[src/rtl/frame_rate_monitor_macros.svh]
// Assertion macros for the frame rate monitor
`ifndef FRAME_RATE_MONITOR_MACROS_SVH
`define FRAME_RATE_MONITOR_MACROS_SVH

`ifndef NO_ASSERTIONS
`define FRM_ASSERT_SAME(label, clk, rst_n, cond, prop) \
    label: assert property (@(posedge clk) disable iff (!rst_n) (cond) |-> (prop)) \
        else $error("frame_rate_monitor: same-cycle check failed");
`define FRM_ASSERT_NEXT(label, clk, rst_n, cond, prop) \
    label: assert property (@(posedge clk) disable iff (!rst_n) (cond) |=> (prop)) \
        else $error("frame_rate_monitor: next-cycle check failed");
`else
`define FRM_ASSERT_SAME(label, clk, rst_n, cond, prop)
`define FRM_ASSERT_NEXT(label, clk, rst_n, cond, prop)
`endif

`endif

[src/rtl/frm_pkg.sv]
// Shared types and constants of the frame rate monitor
package frm_pkg;

    localparam int FRAME_W  = 16;
    localparam int TOTAL_W  = 40;
    localparam int WIN_W    = 20;
    localparam int COUNT_W  = 16;
    localparam int WDONE_W  = 4;
    localparam int ACCUM_W  = 24;
    localparam int SMOOTH_W = 28;
    localparam int FRAC_W   = 8;
    localparam int DIVD_W   = ACCUM_W + FRAC_W;

    localparam logic [FRAME_W-1:0] WINDOW_MS_RESET = 16'd1000;
    localparam logic [WDONE_W-1:0] WPA_RESET       = 4'd10;

    localparam logic REG_WINDOW_MS = 1'b0;
    localparam logic REG_WPA       = 1'b1;

    typedef struct packed {
        logic               start;
        logic [ACCUM_W-1:0] accum;
        logic [ACCUM_W-1:0] frames;
    } frm_div_req_t;

    typedef struct packed {
        logic                done;
        logic [SMOOTH_W-1:0] quotient;
    } frm_div_rsp_t;

endpackage

[src/rtl/frm_div.sv]
// Bit-serial restoring divider for the Q8 average frame time
module frm_div (
    input  logic                 aclk,
    input  logic                 aresetn,
    input  frm_pkg::frm_div_req_t req,
    output frm_pkg::frm_div_rsp_t rsp
);
    import frm_pkg::*;

    localparam int CNT_W = $clog2(DIVD_W);

    logic                busy_reg, busy_next;
    logic [CNT_W-1:0]    cnt_reg, cnt_next;
    logic [ACCUM_W-1:0]  rem_reg, rem_next;
    logic [DIVD_W-1:0]   dq_reg, dq_next;
    logic [ACCUM_W-1:0]  div_reg, div_next;
    logic                done_reg, done_next;
    logic [SMOOTH_W-1:0] quot_reg, quot_next;
    logic [ACCUM_W:0]    trial;
    logic                ge;

    always_comb begin
        trial     = {rem_reg, dq_reg[DIVD_W-1]};
        ge        = (trial >= {1'b0, div_reg});
        busy_next = busy_reg;
        cnt_next  = cnt_reg;
        rem_next  = rem_reg;
        dq_next   = dq_reg;
        div_next  = div_reg;
        done_next = 1'b0;
        quot_next = quot_reg;
        if (req.start) begin
            busy_next = 1'b1;
            cnt_next  = '0;
            rem_next  = '0;
            dq_next   = {req.accum, {FRAC_W{1'b0}}};
            div_next  = req.frames;
        end else if (busy_reg) begin
            rem_next = ge ? ACCUM_W'(trial - {1'b0, div_reg}) : trial[ACCUM_W-1:0];
            dq_next  = {dq_reg[DIVD_W-2:0], ge};
            cnt_next = cnt_reg + 1'b1;
            if (cnt_reg == CNT_W'(DIVD_W - 1)) begin
                busy_next = 1'b0;
                done_next = 1'b1;
                if (div_reg == '0) begin
                    quot_next = '0;
                end else if (dq_next[DIVD_W-1:SMOOTH_W] != '0) begin
                    quot_next = '1;
                end else begin
                    quot_next = dq_next[SMOOTH_W-1:0];
                end
            end
        end
    end

    always_ff @(posedge aclk) begin
        if (!aresetn) begin
            busy_reg <= 1'b0;
            cnt_reg  <= '0;
            done_reg <= 1'b0;
        end else begin
            busy_reg <= busy_next;
            cnt_reg  <= cnt_next;
            done_reg <= done_next;
        end
        rem_reg  <= rem_next;
        dq_reg   <= dq_next;
        div_reg  <= div_next;
        quot_reg <= quot_next;
    end

    assign rsp.done     = done_reg;
    assign rsp.quotient = quot_reg;

endmodule

[src/rtl/frame_rate_monitor.sv]
// Frame rate monitor top level: statistics update, sequencer and result register
// The result is registered: valid in the cycle after the input transfer, or, when an
// average is due, after the divider finishes and ST_DIV loads the result register.
// The divider gives one quotient bit per cycle over 32 bits; input stalls until m_ready.
// Synchronous active-low reset clears all statistics; window_ms = 1000, windows = 10.
`include "frame_rate_monitor_macros.svh"

module frame_rate_monitor (
    input  logic                            aclk,
    input  logic                            aresetn,
    input  logic                            cfg_valid,
    output logic                            cfg_ready,
    input  logic                            cfg_index,
    input  logic [frm_pkg::FRAME_W-1:0]     cfg_data,
    input  logic                            s_valid,
    output logic                            s_ready,
    input  logic [frm_pkg::FRAME_W-1:0]     s_frame_ms,
    output logic                            m_valid,
    input  logic                            m_ready,
    output logic [frm_pkg::FRAME_W-1:0]     m_delta_ms,
    output logic [frm_pkg::TOTAL_W-1:0]     m_total_ms,
    output logic [frm_pkg::COUNT_W-1:0]     m_fps_shown,
    output logic [frm_pkg::SMOOTH_W-1:0]    m_smooth_delta_q8,
    output logic                            m_smooth_valid
);
    import frm_pkg::*;

    typedef enum logic [1:0] {
        ST_IDLE,
        ST_DIV,
        ST_OUT
    } state_t;

    state_t              state_reg, state_next;
    logic [FRAME_W-1:0]  window_ms_reg, window_ms_next;
    logic [WDONE_W-1:0]  wpa_reg, wpa_next;
    logic [TOTAL_W-1:0]  total_reg, total_next;
    logic [WIN_W-1:0]    wtime_reg, wtime_next;
    logic [COUNT_W-1:0]  fiw_reg, fiw_next;
    logic [COUNT_W-1:0]  fps_reg, fps_next;
    logic [WDONE_W-1:0]  wdone_reg, wdone_next;
    logic [ACCUM_W-1:0]  accum_reg, accum_next;
    logic [ACCUM_W-1:0]  frames_reg, frames_next;
    logic [SMOOTH_W-1:0] smooth_reg, smooth_next;
    logic                have_avg_reg, have_avg_next;
    logic                m_valid_reg, m_valid_next;
    logic [FRAME_W-1:0]  delta_reg, delta_next;
    logic [SMOOTH_W-1:0] out_smooth_reg, out_smooth_next;
    logic                out_svalid_reg, out_svalid_next;

    logic [WIN_W:0]      wsum;
    logic [WIN_W-1:0]    wsat;
    logic                close_win;
    logic [WDONE_W:0]    wd_sum;
    logic [WDONE_W-1:0]  wd_sat;
    logic                avg_due;
    logic [ACCUM_W-1:0]  accum_base, frames_base;
    logic [ACCUM_W:0]    accum_sum, frames_sum;
    logic [COUNT_W:0]    fiw_sum;
    logic                in_xfer;

    frm_div_req_t div_req;
    frm_div_rsp_t div_rsp;

    frm_div u_div (
        .aclk    (aclk),
        .aresetn (aresetn),
        .req     (div_req),
        .rsp     (div_rsp)
    );

    assign s_ready   = (state_reg == ST_IDLE);
    assign cfg_ready = 1'b1;
    assign in_xfer   = s_valid && s_ready;

    always_comb begin
        state_next      = state_reg;
        window_ms_next  = window_ms_reg;
        wpa_next        = wpa_reg;
        total_next      = total_reg;
        wtime_next      = wtime_reg;
        fiw_next        = fiw_reg;
        fps_next        = fps_reg;
        wdone_next      = wdone_reg;
        accum_next      = accum_reg;
        frames_next     = frames_reg;
        smooth_next     = smooth_reg;
        have_avg_next   = have_avg_reg;
        m_valid_next    = m_valid_reg;
        delta_next      = delta_reg;
        out_smooth_next = out_smooth_reg;
        out_svalid_next = out_svalid_reg;

        wsum       = {1'b0, wtime_reg} + {{(WIN_W - FRAME_W + 1){1'b0}}, s_frame_ms};
        wsat       = wsum[WIN_W] ? '1 : wsum[WIN_W-1:0];
        close_win  = (wsat >= {{(WIN_W - FRAME_W){1'b0}}, window_ms_reg});
        wd_sum     = {1'b0, wdone_reg} + 1'b1;
        wd_sat     = wd_sum[WDONE_W] ? '1 : wd_sum[WDONE_W-1:0];
        avg_due    = close_win && (wd_sat >= wpa_reg);
        fiw_sum    = {1'b0, fiw_reg} + 1'b1;
        accum_base = avg_due ? '0 : accum_reg;
        frames_base = avg_due ? '0 : frames_reg;
        accum_sum  = {1'b0, accum_base} +
                     {{(ACCUM_W - FRAME_W + 1){1'b0}}, s_frame_ms};
        frames_sum = {1'b0, frames_base} + 1'b1;

        div_req.start  = in_xfer && avg_due;
        div_req.accum  = accum_reg;
        div_req.frames = frames_reg;

        if (cfg_valid && cfg_ready) begin
            case (cfg_index)
                REG_WINDOW_MS: window_ms_next = cfg_data;
                REG_WPA:       wpa_next = cfg_data[WDONE_W-1:0];
                default:       ;
            endcase
        end

        case (state_reg)
            ST_IDLE: begin
                if (in_xfer) begin
                    total_next = total_reg + {{(TOTAL_W - FRAME_W){1'b0}}, s_frame_ms};
                    delta_next = s_frame_ms;
                    if (close_win) begin
                        wtime_next = '0;
                        fps_next   = fiw_reg;
                        fiw_next   = '0;
                        wdone_next = avg_due ? '0 : wd_sat;
                    end else begin
                        wtime_next = wsat;
                        fiw_next   = fiw_sum[COUNT_W] ? '1 : fiw_sum[COUNT_W-1:0];
                    end
                    accum_next  = accum_sum[ACCUM_W] ? '1 : accum_sum[ACCUM_W-1:0];
                    frames_next = frames_sum[ACCUM_W] ? '1 : frames_sum[ACCUM_W-1:0];
                    if (avg_due) begin
                        state_next = ST_DIV;
                    end else begin
                        out_smooth_next = have_avg_reg ? smooth_reg :
                            {{(SMOOTH_W - FRAME_W - FRAC_W){1'b0}}, s_frame_ms,
                             {FRAC_W{1'b0}}};
                        out_svalid_next = have_avg_reg;
                        m_valid_next    = 1'b1;
                        state_next      = ST_OUT;
                    end
                end
            end
            ST_DIV: begin
                if (div_rsp.done) begin
                    smooth_next     = div_rsp.quotient;
                    have_avg_next   = 1'b1;
                    out_smooth_next = div_rsp.quotient;
                    out_svalid_next = 1'b1;
                    m_valid_next    = 1'b1;
                    state_next      = ST_OUT;
                end
            end
            ST_OUT: begin
                if (m_ready) begin
                    m_valid_next = 1'b0;
                    state_next   = ST_IDLE;
                end
            end
            default: begin
                state_next = ST_IDLE;
            end
        endcase
    end

    always_ff @(posedge aclk) begin
        if (!aresetn) begin
            state_reg      <= ST_IDLE;
            window_ms_reg  <= WINDOW_MS_RESET;
            wpa_reg        <= WPA_RESET;
            total_reg      <= '0;
            wtime_reg      <= '0;
            fiw_reg        <= '0;
            fps_reg        <= '0;
            wdone_reg      <= '0;
            accum_reg      <= '0;
            frames_reg     <= '0;
            smooth_reg     <= '0;
            have_avg_reg   <= 1'b0;
            m_valid_reg    <= 1'b0;
        end else begin
            state_reg      <= state_next;
            window_ms_reg  <= window_ms_next;
            wpa_reg        <= wpa_next;
            total_reg      <= total_next;
            wtime_reg      <= wtime_next;
            fiw_reg        <= fiw_next;
            fps_reg        <= fps_next;
            wdone_reg      <= wdone_next;
            accum_reg      <= accum_next;
            frames_reg     <= frames_next;
            smooth_reg     <= smooth_next;
            have_avg_reg   <= have_avg_next;
            m_valid_reg    <= m_valid_next;
        end
        delta_reg      <= delta_next;
        out_smooth_reg <= out_smooth_next;
        out_svalid_reg <= out_svalid_next;
    end

    assign m_valid           = m_valid_reg;
    assign m_delta_ms        = delta_reg;
    assign m_total_ms        = total_reg;
    assign m_fps_shown       = fps_reg;
    assign m_smooth_delta_q8 = out_smooth_reg;
    assign m_smooth_valid    = out_svalid_reg;

    `FRM_ASSERT_SAME(a_out_blocks_in, aclk, aresetn, m_valid, !s_ready)
    `FRM_ASSERT_SAME(a_done_in_div, aclk, aresetn, div_rsp.done, state_reg == ST_DIV)
    `FRM_ASSERT_NEXT(a_start_to_div, aclk, aresetn, div_req.start, state_reg == ST_DIV)
    `FRM_ASSERT_NEXT(a_avg_sticks, aclk, aresetn, have_avg_reg, have_avg_reg)

endmodule

[config.mk]
export PLATFORM = sky130hd
export DESIGN_NAME = frame_rate_monitor
export DESIGN_NICKNAME = d
export VERILOG_FILES = /design/src/rtl/frm_pkg.sv /design/src/rtl/frm_div.sv /design/src/rtl/frame_rate_monitor.sv
export VERILOG_INCLUDE_DIRS = /design/src /design/src/rtl
export SDC_FILE = /design/constraint.sdc
export NUM_CORES = 1
export LEC_CHECK = 0
export ABC_AREA = 1
export BUFFER_PORTS_ARGS = -buffer_cell sky130_fd_sc_hd__buf_2
export CORE_AREA = 10 10 247 249
export CTS_BUF_LIST = sky130_fd_sc_hd__clkbuf_2 sky130_fd_sc_hd__clkbuf_4 sky130_fd_sc_hd__clkbuf_8
export DETAILED_ROUTE_END_ITERATION = 7
export DIE_AREA = 0 0 257 259
export PLACE_DENSITY_LB_ADDON = 0.2
export SLEW_MARGIN = 0
export SYNTH_ARGS = -nofsm -noshare
export SYNTH_HDL_FRONTEND = slang
export SYNTH_SLANG_ARGS = --single-unit
[constraint.sdc]
create_clock -name aclk -period 7.2 [get_ports aclk]
set_clock_uncertainty 0.15 [all_clocks]
set_input_delay 0.72 -clock aclk [delete_from_list [all_inputs] [get_ports aclk]]
set_output_delay 0.72 -clock aclk [all_outputs]
set_load 0.1 [all_outputs]
Word level (Yosys, flattened, before mapping)
Cells that the tools add are included.
{"block": "totals", "register_bits": 356, "latch_bits": 0, "ramBits": 0, "romBits": 0, "in_bits": 38, "word_cells": 102, "memories": 0}
{"block": "classes", "addsub": 8, "multipliers": 0, "div": 0, "magnitude_cmp": 3, "eq_ne": 7, "shifts": 0, "muxes": 36, "bitwise_logic": 4, "reduce_logical": 20}
{"operator": "two-way mux 28 bit", "count": 5}
{"operator": "two-way mux 24 bit", "count": 5}
{"operator": "two-way mux 32 bit", "count": 2}
{"operator": "one-hot mux 28 bit (2 select lines)", "count": 1}
{"operator": "adder 40 x 16 -> 40 bit", "count": 1}
{"operator": "two-way mux 20 bit", "count": 2}
{"operator": "two-way mux 16 bit", "count": 2}
{"operator": "adder 24 x 1 -> 25 bit (second input constant)", "count": 1}
{"operator": "adder 24 x 16 -> 25 bit", "count": 1}
{"operator": "greater-or-equal comparator 25 x 24 -> 1 bit", "count": 1}
{"operator": "zero test 24 bit", "count": 1}
{"operator": "subtractor 24 bit", "count": 1}
{"operator": "adder 20 x 16 -> 21 bit", "count": 1}
{"operator": "greater-or-equal comparator 20 x 16 -> 1 bit", "count": 1}
{"operator": "adder 16 x 1 -> 17 bit (second input constant)", "count": 1}
{"operator": "two-way mux 1 bit", "count": 10}
{"operator": "AND reduction 3 bit", "count": 3}
{"operator": "two-way mux 2 bit", "count": 4}
{"operator": "two-way mux 4 bit", "count": 2}
{"operator": "AND reduction 2 bit", "count": 4}
{"operator": "one-hot mux 2 bit (3 select lines)", "count": 1}
{"operator": "adder 4 x 1 -> 5 bit (second input constant)", "count": 1}
{"operator": "adder 5 x 1 -> 5 bit (second input constant)", "count": 1}
{"operator": "== test 5 bit (second input constant)", "count": 1}
{"operator": "17 further kinds", "count": 25}

Logic depth before layout (Yosys ltp)
Gate-level depths: netlist of the first run.
{"block": "logic_depth", "depth_word": 7, "mapped_depth": 51, "mapped_depth_nobuf": 48}

Hierarchy
A second synthesis of the first run with hierarchy kept.
{"block": "unflattened", "hier_cells": 2687, "hier_area_um2": 20026.7}
{"module": "frame_rate_monitor", "instances": 1, "cells_each": 1892, "area_per_inst_um2": 13591.8, "seq_area_each_um2": 5275.1}
{"module": "frm_div", "instances": 1, "cells_each": 795, "area_per_inst_um2": 6434.9, "seq_area_each_um2": 3062.9}

Worst setup path after synthesis of the first run
OpenSTA, ideal clock, no wires.
{"block": "synth_timing", "path_type": "input to register", "startpoint": "input port s_frame_ms[0] in the netlist's numbering", "endpoint": "register accum_reg[17]", "setup_time_ns": 0.115, "arrival_ns": 6.030, "required_ns": 6.935, "slack_ns": 0.904, "cell_stages": 44, "path_cell_list": "ha_1 fa_1 nand2_1 nand3_1 nand2_1 nor3_1 nor2_1 clkbuf_1 inv_1 or2_2 ha_1 nand2_1 inv_1 nand3_1 nor3_1 nand2_1 nand2_1 nand2_1 (+8 left out) fa_1 nand3_1 nand2_1 nand3_1 nand2_1 a21oi_1 o21ai_0 nand2_1 nand2_1 nand2_1 nand2_1 inv_1 nor2_1 nand2_1 buf_2 nand2_2 o21ai_0 inv_1"}
{"block": "synth_between", "elab_chain_cells": 7}
{"item": "from (decl)", "line": "frame_rate_monitor.sv:17", "rtl": "input logic [frm_pkg::FRAME_W-1:0] s_frame_ms,"}
{"item": "adder 20 x 16 -> 21 bit", "line": "frame_rate_monitor.sv:94", "rtl": "wsum = {1'b0, wtime_reg} + {{(WIN_W - FRAME_W + 1){1'b0}}, s_frame_ms};"}
{"item": "two-way mux 20 bit", "line": "frame_rate_monitor.sv:95", "rtl": "wsat = wsum[WIN_W] ? '1 : wsum[WIN_W-1:0];"}
{"item": "greater-or-equal comparator 20 x 16 -> 1 bit", "line": "frame_rate_monitor.sv:96", "rtl": "close_win = (wsat >= {{(WIN_W - FRAME_W){1'b0}}, window_ms_reg});"}
{"item": "logical AND 1 bit", "line": "frame_rate_monitor.sv:99", "rtl": "avg_due = close_win && (wd_sat >= wpa_reg);"}
{"item": "two-way mux 24 bit", "line": "frame_rate_monitor.sv:101", "rtl": "accum_base = avg_due ? '0 : accum_reg;"}
{"item": "adder 24 x 16 -> 25 bit *", "line": "frame_rate_monitor.sv:103", "rtl": "accum_sum = {1'b0, accum_base} +"}
{"item": "two-way mux 24 bit *", "line": "frame_rate_monitor.sv:133", "rtl": "accum_next = accum_sum[ACCUM_W] ? '1 : accum_sum[ACCUM_W-1:0];"}
{"item": "to (signal assigned)", "line": "frame_rate_monitor.sv:193", "rtl": "accum_reg <= accum_next;"}
{"item": "to (decl)", "line": "frame_rate_monitor.sv:42", "rtl": "logic [ACCUM_W-1:0] accum_reg, accum_next;"}
Mark *: on every way between the ends. The rest lies on a longest branch, timed or not.
A chain may end at the register's enable or synchronous reset.

Final worst setup path of the first run
{"block": "layout_timing", "startpoint": "register wtime_reg[0]", "endpoint": "register accum_reg[18]"}
{"block": "layout_between", "elab_chain_cells": 7}
{"item": "from (decl)", "line": "frame_rate_monitor.sv:38", "rtl": "logic [WIN_W-1:0] wtime_reg, wtime_next;"}
{"item": "from (signal assigned)", "line": "frame_rate_monitor.sv:189", "rtl": "wtime_reg <= wtime_next;"}
{"item": "adder 20 x 16 -> 21 bit", "line": "frame_rate_monitor.sv:94"}
{"item": "two-way mux 20 bit", "line": "frame_rate_monitor.sv:95"}
{"item": "greater-or-equal comparator 20 x 16 -> 1 bit", "line": "frame_rate_monitor.sv:96"}
{"item": "logical AND 1 bit", "line": "frame_rate_monitor.sv:99"}
{"item": "two-way mux 24 bit", "line": "frame_rate_monitor.sv:101"}
{"item": "adder 24 x 16 -> 25 bit", "line": "frame_rate_monitor.sv:103"}
{"item": "two-way mux 24 bit", "line": "frame_rate_monitor.sv:133"}
Every way passes these cells.

==> impl_metrics.py, run 1 <==
metrics = {
    "final_layout": {
        "areaGrowthSynthToFinish_pct": 14.5,
        "seq_area_um2": 8340,
        "fillers": 5805,
        "largest_register_ffs": 40,
        "fin_area_um2": 22100,
        "fin_util": 0.396,
        "nNetsFinal": 2804,
        "multi_input_area_um2": 9200,
        "final_cells": 3478,
        "drive_gt1_frac": 0.122,
    },
    "hold_path": {
        "holdPathStages": 3,
        "hp-class": "in -> reg",
    },
    "floorplanning": {
        "io_pins": 142,
        "num_rows": 87,
        "dieArea_um2": 66600,
        "die_h_um": 259,
        "die_w_um": 257,
        "start_util": 0.346,
        "coreArea_um2": 56000,
    },
    "critical_path": {
        "cp.arrival_ps": 6630,
        "cp.required_ps": 7580,
        "cp_slowest_cell": "fa_1",
        "r2r_cells": 42,
        "crit_path_start_kind": "flop",
        "cpMostUsedCell": "nand2_1",
        "crit_type": "reg -> reg",
        "endpoint_kind": "flop",
        "crit_fanout": 17,
        "critPathMaxStageDelay_ps": 410,
    },
    "route": {
        "vias": 17265,
        "drtIter0Drc": 1239,
        "via_per_inst": 4.96,
        "first_pass_iters": 7,
        "postRouteAntennaNets": 0,
        "totalWireLength_um": 55200,
        "wl_per_cell_um": 15.9,
        "drc": 0,
    },
    "timing": {
        "drv_slew": 0,
        "fin_crit_sh": 0.867,
        "max_slew_margin": 0.252,
        "finalSetupTns_ps": 0,
        "rsz0062_at_grt": "false",
        "fin_crit_ps": 6240,
        "worstMarginPinSlew_ps": 1120,
        "hold_viol_final": 0,
        "finalWorstSetupSlack_ps": 957,
        "holdWs_ps": 153,
        "clock.fmax_ghz": 0.160,
        "final-setup-viol-count": 0,
    },
    "cts": {
        "numCtsBuffers": 67,
        "worstSkewPairLatency_ps": 660,
        "postCtsSetupBuffers": 0,
        "ctsResizeCount": 0,
        "clockBufferDepth": 3,
        "cts_tree": "built",
        "cts_max_level": 3,
        "hold_buffers": 0,
        "cts.sinks": 356,
        "clock-root-buffer": "clkbuf_8",
        "clk_pin_slew_ps": 60,
    },
    "synthesis": {
        "synth.avg_cell_area_um2": 7.64,
        "ys_warn_count": 0,
        "ys_seq_area_frac": 0.431,
        "synth.ff_latch_count": 356,
        "synthCells": 2532,
        "yosysUniqueCellTypes": 55,
        "postSynthNetCount": 2671,
        "syn_area_um2": 19300,
    },
    "placement": {
        "placed_area_um2": 20700,
        "portBuffers": 140,
        "dp_hpwl_um": 39200,
        "dpl_worst_slack_ps": 359,
        "dp_cells": 3352,
        "place.gp.congestion": 0.924,
    },
    "run_status": {
        "status": "finished, final reports clean",
    },
    "power": {
        "p_per_area_nw_per_um2": 255,
        "sw_frac_of_total": 0.350,
        "power_mw": 5.64,
        "clkPwrFrac": 0.360,
        "ir_worst_vdd_uv": 132,
        "p_sw_mw": 1.97,
        "p_comb_frac": 0.231,
        "p_int_mw": 3.67,
        "pwr-share-seq": 0.409,
        "cellLeakagePower_nw": 9.56,
    },
    "global_routing": {
        "grt_use_total": 0.162,
        "antenna_found_initial": 6,
        "grt_overflow": 0,
        "grt_pass1_wl_um": 88400,
        "grt_pass1_vias": 16593,
        "grt_max_degree": 100,
    },
    "job": {
        "drv_cap": 0,
    },
}
cell usage in the layout, fill, tap and decap left out, drive strengths merged, types with 3 or more instances in the layout:
cell / Yosys / layout
dfxtp: 235 / 235
xnor2: 23 / 23
clkbuf: 77 / 100
ha: 97 / 97
nand3: 144 / 144
nor2: 246 / 246
edfxtp: 121 / 121
a31oi: 27 / 27
diode: 0 / 4
xor2: 42 / 42
nor4: 12 / 12
a21o: 5 / 5
nor3: 43 / 43
nand3b: 3 / 3
o21a: 3 / 3
inv: 369 / 371
o21ai: 252 / 252
a211oi: 5 / 5
or2: 17 / 17
a22oi: 16 / 16
nand2: 470 / 470
clkinvlp: 0 / 3
a21oi: 212 / 212
buf: 19 / 160
fa: 4 / 4
clkinv: 4 / 21
o211ai: 35 / 35
nand4: 25 / 25
o21bai: 4 / 4
o221ai: 4 / 4
layout make-up:
type,count,area share
diodes,4,0.000452
repair buffers,160,0.0386
clock buffers,100,0.0574
well taps,756,0.0427
flip-flops and latches,356,0.377
inverters,373,0.0634
multi-input cells,1707,0.416
clock inverters,22,0.00509
worst max-delay path: cells and delay by family (launching register included):
kind	cells	cell delay, ps
simple gates	28	2790
fa+ha+maj	5	1520
buf+inv	6	840
compound gates	3	500
flops	1	320
worst paths after layout:
check | startpoint | end | slack [ps]
worst min register to register | smooth_reg[4] | smooth_reg[4] | 300
worst max-delay path | wtime_reg[0] | accum_reg[18] | 960
worst min-delay path | cfg_data[5] | window_ms_reg[5] | 150
worst max register to register | wtime_reg[0] | accum_reg[18] | 960
cell usage after synthesis, drive strengths merged:
master | instances | area share
a31oi | 27 | 0.0087
conb | 1 | 0.00019
a21boi | 2 | 0.00078
nand3 | 144 | 0.040
a21oi | 212 | 0.055
a21o | 5 | 0.0019
or4 | 2 | 0.00078
a2bb2oi | 1 | 0.00045
edfxtp | 121 | 0.19
o2111a | 1 | 0.00058
nor4 | 12 | 0.0039
nor3b | 1 | 0.00039
o311ai | 2 | 0.00091
dfxtp | 235 | 0.24
nand4 | 25 | 0.0084
o21ai | 252 | 0.065
a2111oi | 1 | 0.00045
a211oi | 5 | 0.0019
xnor2 | 23 | 0.010
o41ai | 1 | 0.00045
a32o | 2 | 0.0010
fa | 4 | 0.0041
o211ai | 35 | 0.014
buf | 19 | 0.0062
o221ai | 4 | 0.0018
inv | 369 | 0.072
clkinv | 4 | 0.00078
a221oi | 1 | 0.00045
a22oi | 16 | 0.0062
or2 | 17 | 0.0055
o21bai | 4 | 0.0016
ha | 97 | 0.063
a211o | 1 | 0.00045
nand3b | 3 | 0.0012
o21a | 3 | 0.0012
nand2 | 470 | 0.092
nor3 | 43 | 0.011
xor2 | 42 | 0.019
nor2 | 246 | 0.051
and3 | 2 | 0.00065
clkbuf | 77 | 0.015
power by group through the flow:
stage               Combinational, mW  Clock [mW]  Sequential, mW
detailed placement               1.30           0            2.35
finish                           1.31        2.03            2.30
global placement                 1.29           0            2.34
floorplan                       0.647           0            2.69
CTS                              1.31        2.10            2.30
global route                     1.43        2.19            2.32
layer usage:
layer / global-route usage / up-vias / wire, um
li1: - / 8708 / -
met1: 0.219 / 7972 / 26100
met2: 0.245 / 464 / 23700
met3: 0.0432 / 115 / 3850
met4: 0.0578 / 6 / 1520
met5: 0 / - / 33
cell families after synthesis:
logic type,count (synthesis),share of synthesized area
AO/OA/AOI/OAI,575,0.163
XOR/XNOR,65,0.0294
adder cells (fa/ha/maj),101,0.0669
buffers and inverters,469,0.0936
flip-flops,356,0.431
other,1,0.000194
AND/OR/NAND/NOR,965,0.216
(Power assumes the default switching activity.)
==> run 2, diff against run 1 <==
- CORE_AREA: 10 10 247 249 -> 10 10 290 292
- DIE_AREA: 0 0 257 259 -> 0 0 300 302
==> run 2 against run 1 <==
  * Utilization shrank 10 points
  * Clock power increased by 11%
  * Critical path type unchanged
  * Global-route usage fell by 3.2 points
  * Wire length is 8.8% higher
  * Largest cell class unchanged
  * Sequential share of layout area fell by 1.1 points
  * Flip-flop and latch count unchanged
  * Register-to-register slack worse by 110 ps
==> impl_metrics.py, run 2 (synthesis results as in run 1) <==
metrics = {
    "final_layout": {
        "areaGrowthSynthToFinish_pct": 17.8,
        "final_cells": 3792,
        "nNetsFinal": 2822,
        "seq_area_um2": 8340,
        "largest_register_ffs": 40,
        "final_cell_mix": "nand2_1 (463), inv_1 (361), o21ai_0 (245)",
        "fillers": 8696,
        "final_common_cell": "nand2_1",
        "drive_gt1_frac": 0.131,
        "fin_area_um2": 22800,
        "multi_input_area_um2": 9200,
    },
    "hold_path": {
        "hold_path_startpoint": "cfg_data[1]",
        "holdPathStages": 3,
        "hp-class": "in -> reg",
        "hold_end": "wpa_reg[1]",
    },
    "route": {
        "via_per_inst": 4.46,
        "first_pass_iters": 5,
        "totalWireLength_um": 60100,
        "drc": 0,
        "wl_per_cell_um": 15.8,
        "postRouteAntennaNets": 0,
        "vias": 16903,
        "drtIter0Drc": 983,
    },
    "critical_path": {
        "timing.rr.end": "accum_reg[6]",
        "critical_path_buf_inv_count": 6,
        "cp_slowest_cell": "fa_1",
        "cp_top_family": "simple AND/OR/NAND/NOR gates",
        "cp.required_ps": 7620,
        "crit_fanout": 14,
        "r2r-start": "wtime_reg[0]",
        "endpoint_kind": "flop",
        "regToRegSetupSlack_ps": 850,
        "cp.arrival_ps": 6780,
        "cpMostUsedCell": "nand2_1",
        "crit_path_start_kind": "flop",
        "critPathMaxStageDelay_ps": 400,
        "r2r_cells": 40,
        "crit_type": "reg -> reg",
    },
    "cts": {
        "ctsResizeCount": 0,
        "clk_pin_slew_ps": 60,
        "cts_tree": "built",
        "postCtsSetupBuffers": 0,
        "cts.sinks": 356,
        "clockBufferDepth": 3,
        "clock-root-buffer": "clkbuf_8",
        "numCtsBuffers": 70,
        "hold_buffers": 0,
        "cts_max_level": 3,
        "worstSkewPairLatency_ps": 650,
    },
    "power": {
        "p_comb_frac": 0.225,
        "pwr-share-seq": 0.392,
        "cellLeakagePower_nw": 9.73,
        "power_mw": 5.88,
        "p_sw_mw": 2.02,
        "p_int_mw": 3.86,
        "p_per_area_nw_per_um2": 258,
        "sw_frac_of_total": 0.344,
        "clkPwrFrac": 0.383,
        "ir_worst_vdd_uv": 181,
    },
    "placement": {
        "portBuffers": 140,
        "dp_cells": 3661,
        "place.gp.congestion": 0.831,
        "placed_area_um2": 21200,
        "dp_hpwl_um": 42700,
        "dpl_worst_slack_ps": 171,
    },
    "global_routing": {
        "grt_max_degree": 78,
        "grt_overflow": 0,
        "grt_pass1_wl_um": 94400,
        "grt_pass1_vias": 16471,
        "antenna_found_initial": 6,
        "grt_use_total": 0.130,
    },
    "timing": {
        "drv_slew": 0,
        "fin_crit_ps": 6350,
        "worstMarginPinSlew_ps": 1170,
        "clock.fmax_ghz": 0.157,
        "final-setup-viol-count": 0,
        "fin_crit_sh": 0.882,
        "rsz0062_at_grt": "false",
        "finalWorstSetupSlack_ps": 847,
        "max_slew_margin": 0.214,
        "finalSetupTns_ps": 0,
        "hold_viol_final": 0,
    },
    "floorplanning": {
        "io_pins": 142,
        "coreArea_um2": 78400,
        "die_w_um": 300,
        "die_h_um": 302,
        "num_rows": 103,
        "dieArea_um2": 90600,
        "start_util": 0.247,
    },
    "job": {
        "drv_cap": 0,
    },
    "run_status": {
        "status": "finished, final reports clean",
    },
}
-- run 2: cell count changes in the layout (fill, tap and decap cells not counted), sizes merged --
cell and change:
diode -2, inv +1, clkinv -4, clkinvlp -3
buf +15, bufinv +4, clkbuf +9
-- run 2: area by class of cell --
class | count | area share
diodes | 2 | 0.000220
inverters | 373 | 0.0616
multi-input cells | 1707 | 0.404
clock buffers | 109 | 0.0579
flip-flops and latches | 356 | 0.366
clock inverters | 20 | 0.00972
repair buffers | 175 | 0.0430
well taps | 1050 | 0.0577
-- run 2: worst max path at each step --
| stage | to | depth (start not counted) | from | slack, ps |
|---|---|---|---|---|
| 6_report | accum_reg[6] | 40 | wtime_reg[0] | 850 |
| 3_3_place_gp | accum_reg[6] | 41 | s_frame_ms[0] | 250 |
| 3_5_place_dp | accum_reg[16] | 41 | s_frame_ms[0] | 170 |
| 5_1_grt | accum_reg[11] | 40 | wtime_reg[0] | 150 |
| 2_1_floorplan | accum_reg[17] | 44 | s_frame_ms[0] | 900 |
| 4_1_cts | accum_reg[6] | 40 | wtime_reg[0] | 780 |
-- run 2: metrics by stage --
stage	utilization	hold WS, ps
floorplan	-	275
global route	0.291	130
CTS	0.291	101
global placement	0.271	286
finish	0.291	158
detailed placement	0.271	289
-- run 2: power by group through the flow --
stage | clock, mW | sequential [mW] | combinational (mW)
2_1_floorplan | 0 | 2.69 | 0.647
3_3_place_gp | 0 | 2.35 | 1.34
3_5_place_dp | 0 | 2.35 | 1.33
6_report | 2.25 | 2.30 | 1.33
4_1_cts | 2.34 | 2.30 | 1.34
5_1_grt | 2.42 | 2.32 | 1.47
-- run 2: tightest hold or removal path, cell delays in order --
cell      delay, ps
buf_2            90
nand2_1          50
o211ai_1         60
-- run 2: routing by layer --
metal  track usage  up-vias  routed length (um)
met4        0.0401        8                1370
met5             0        -                  50
met1         0.187     7733               31200
met2         0.190      337               24400
met3        0.0306       95                3090
li1              -     8730                   -
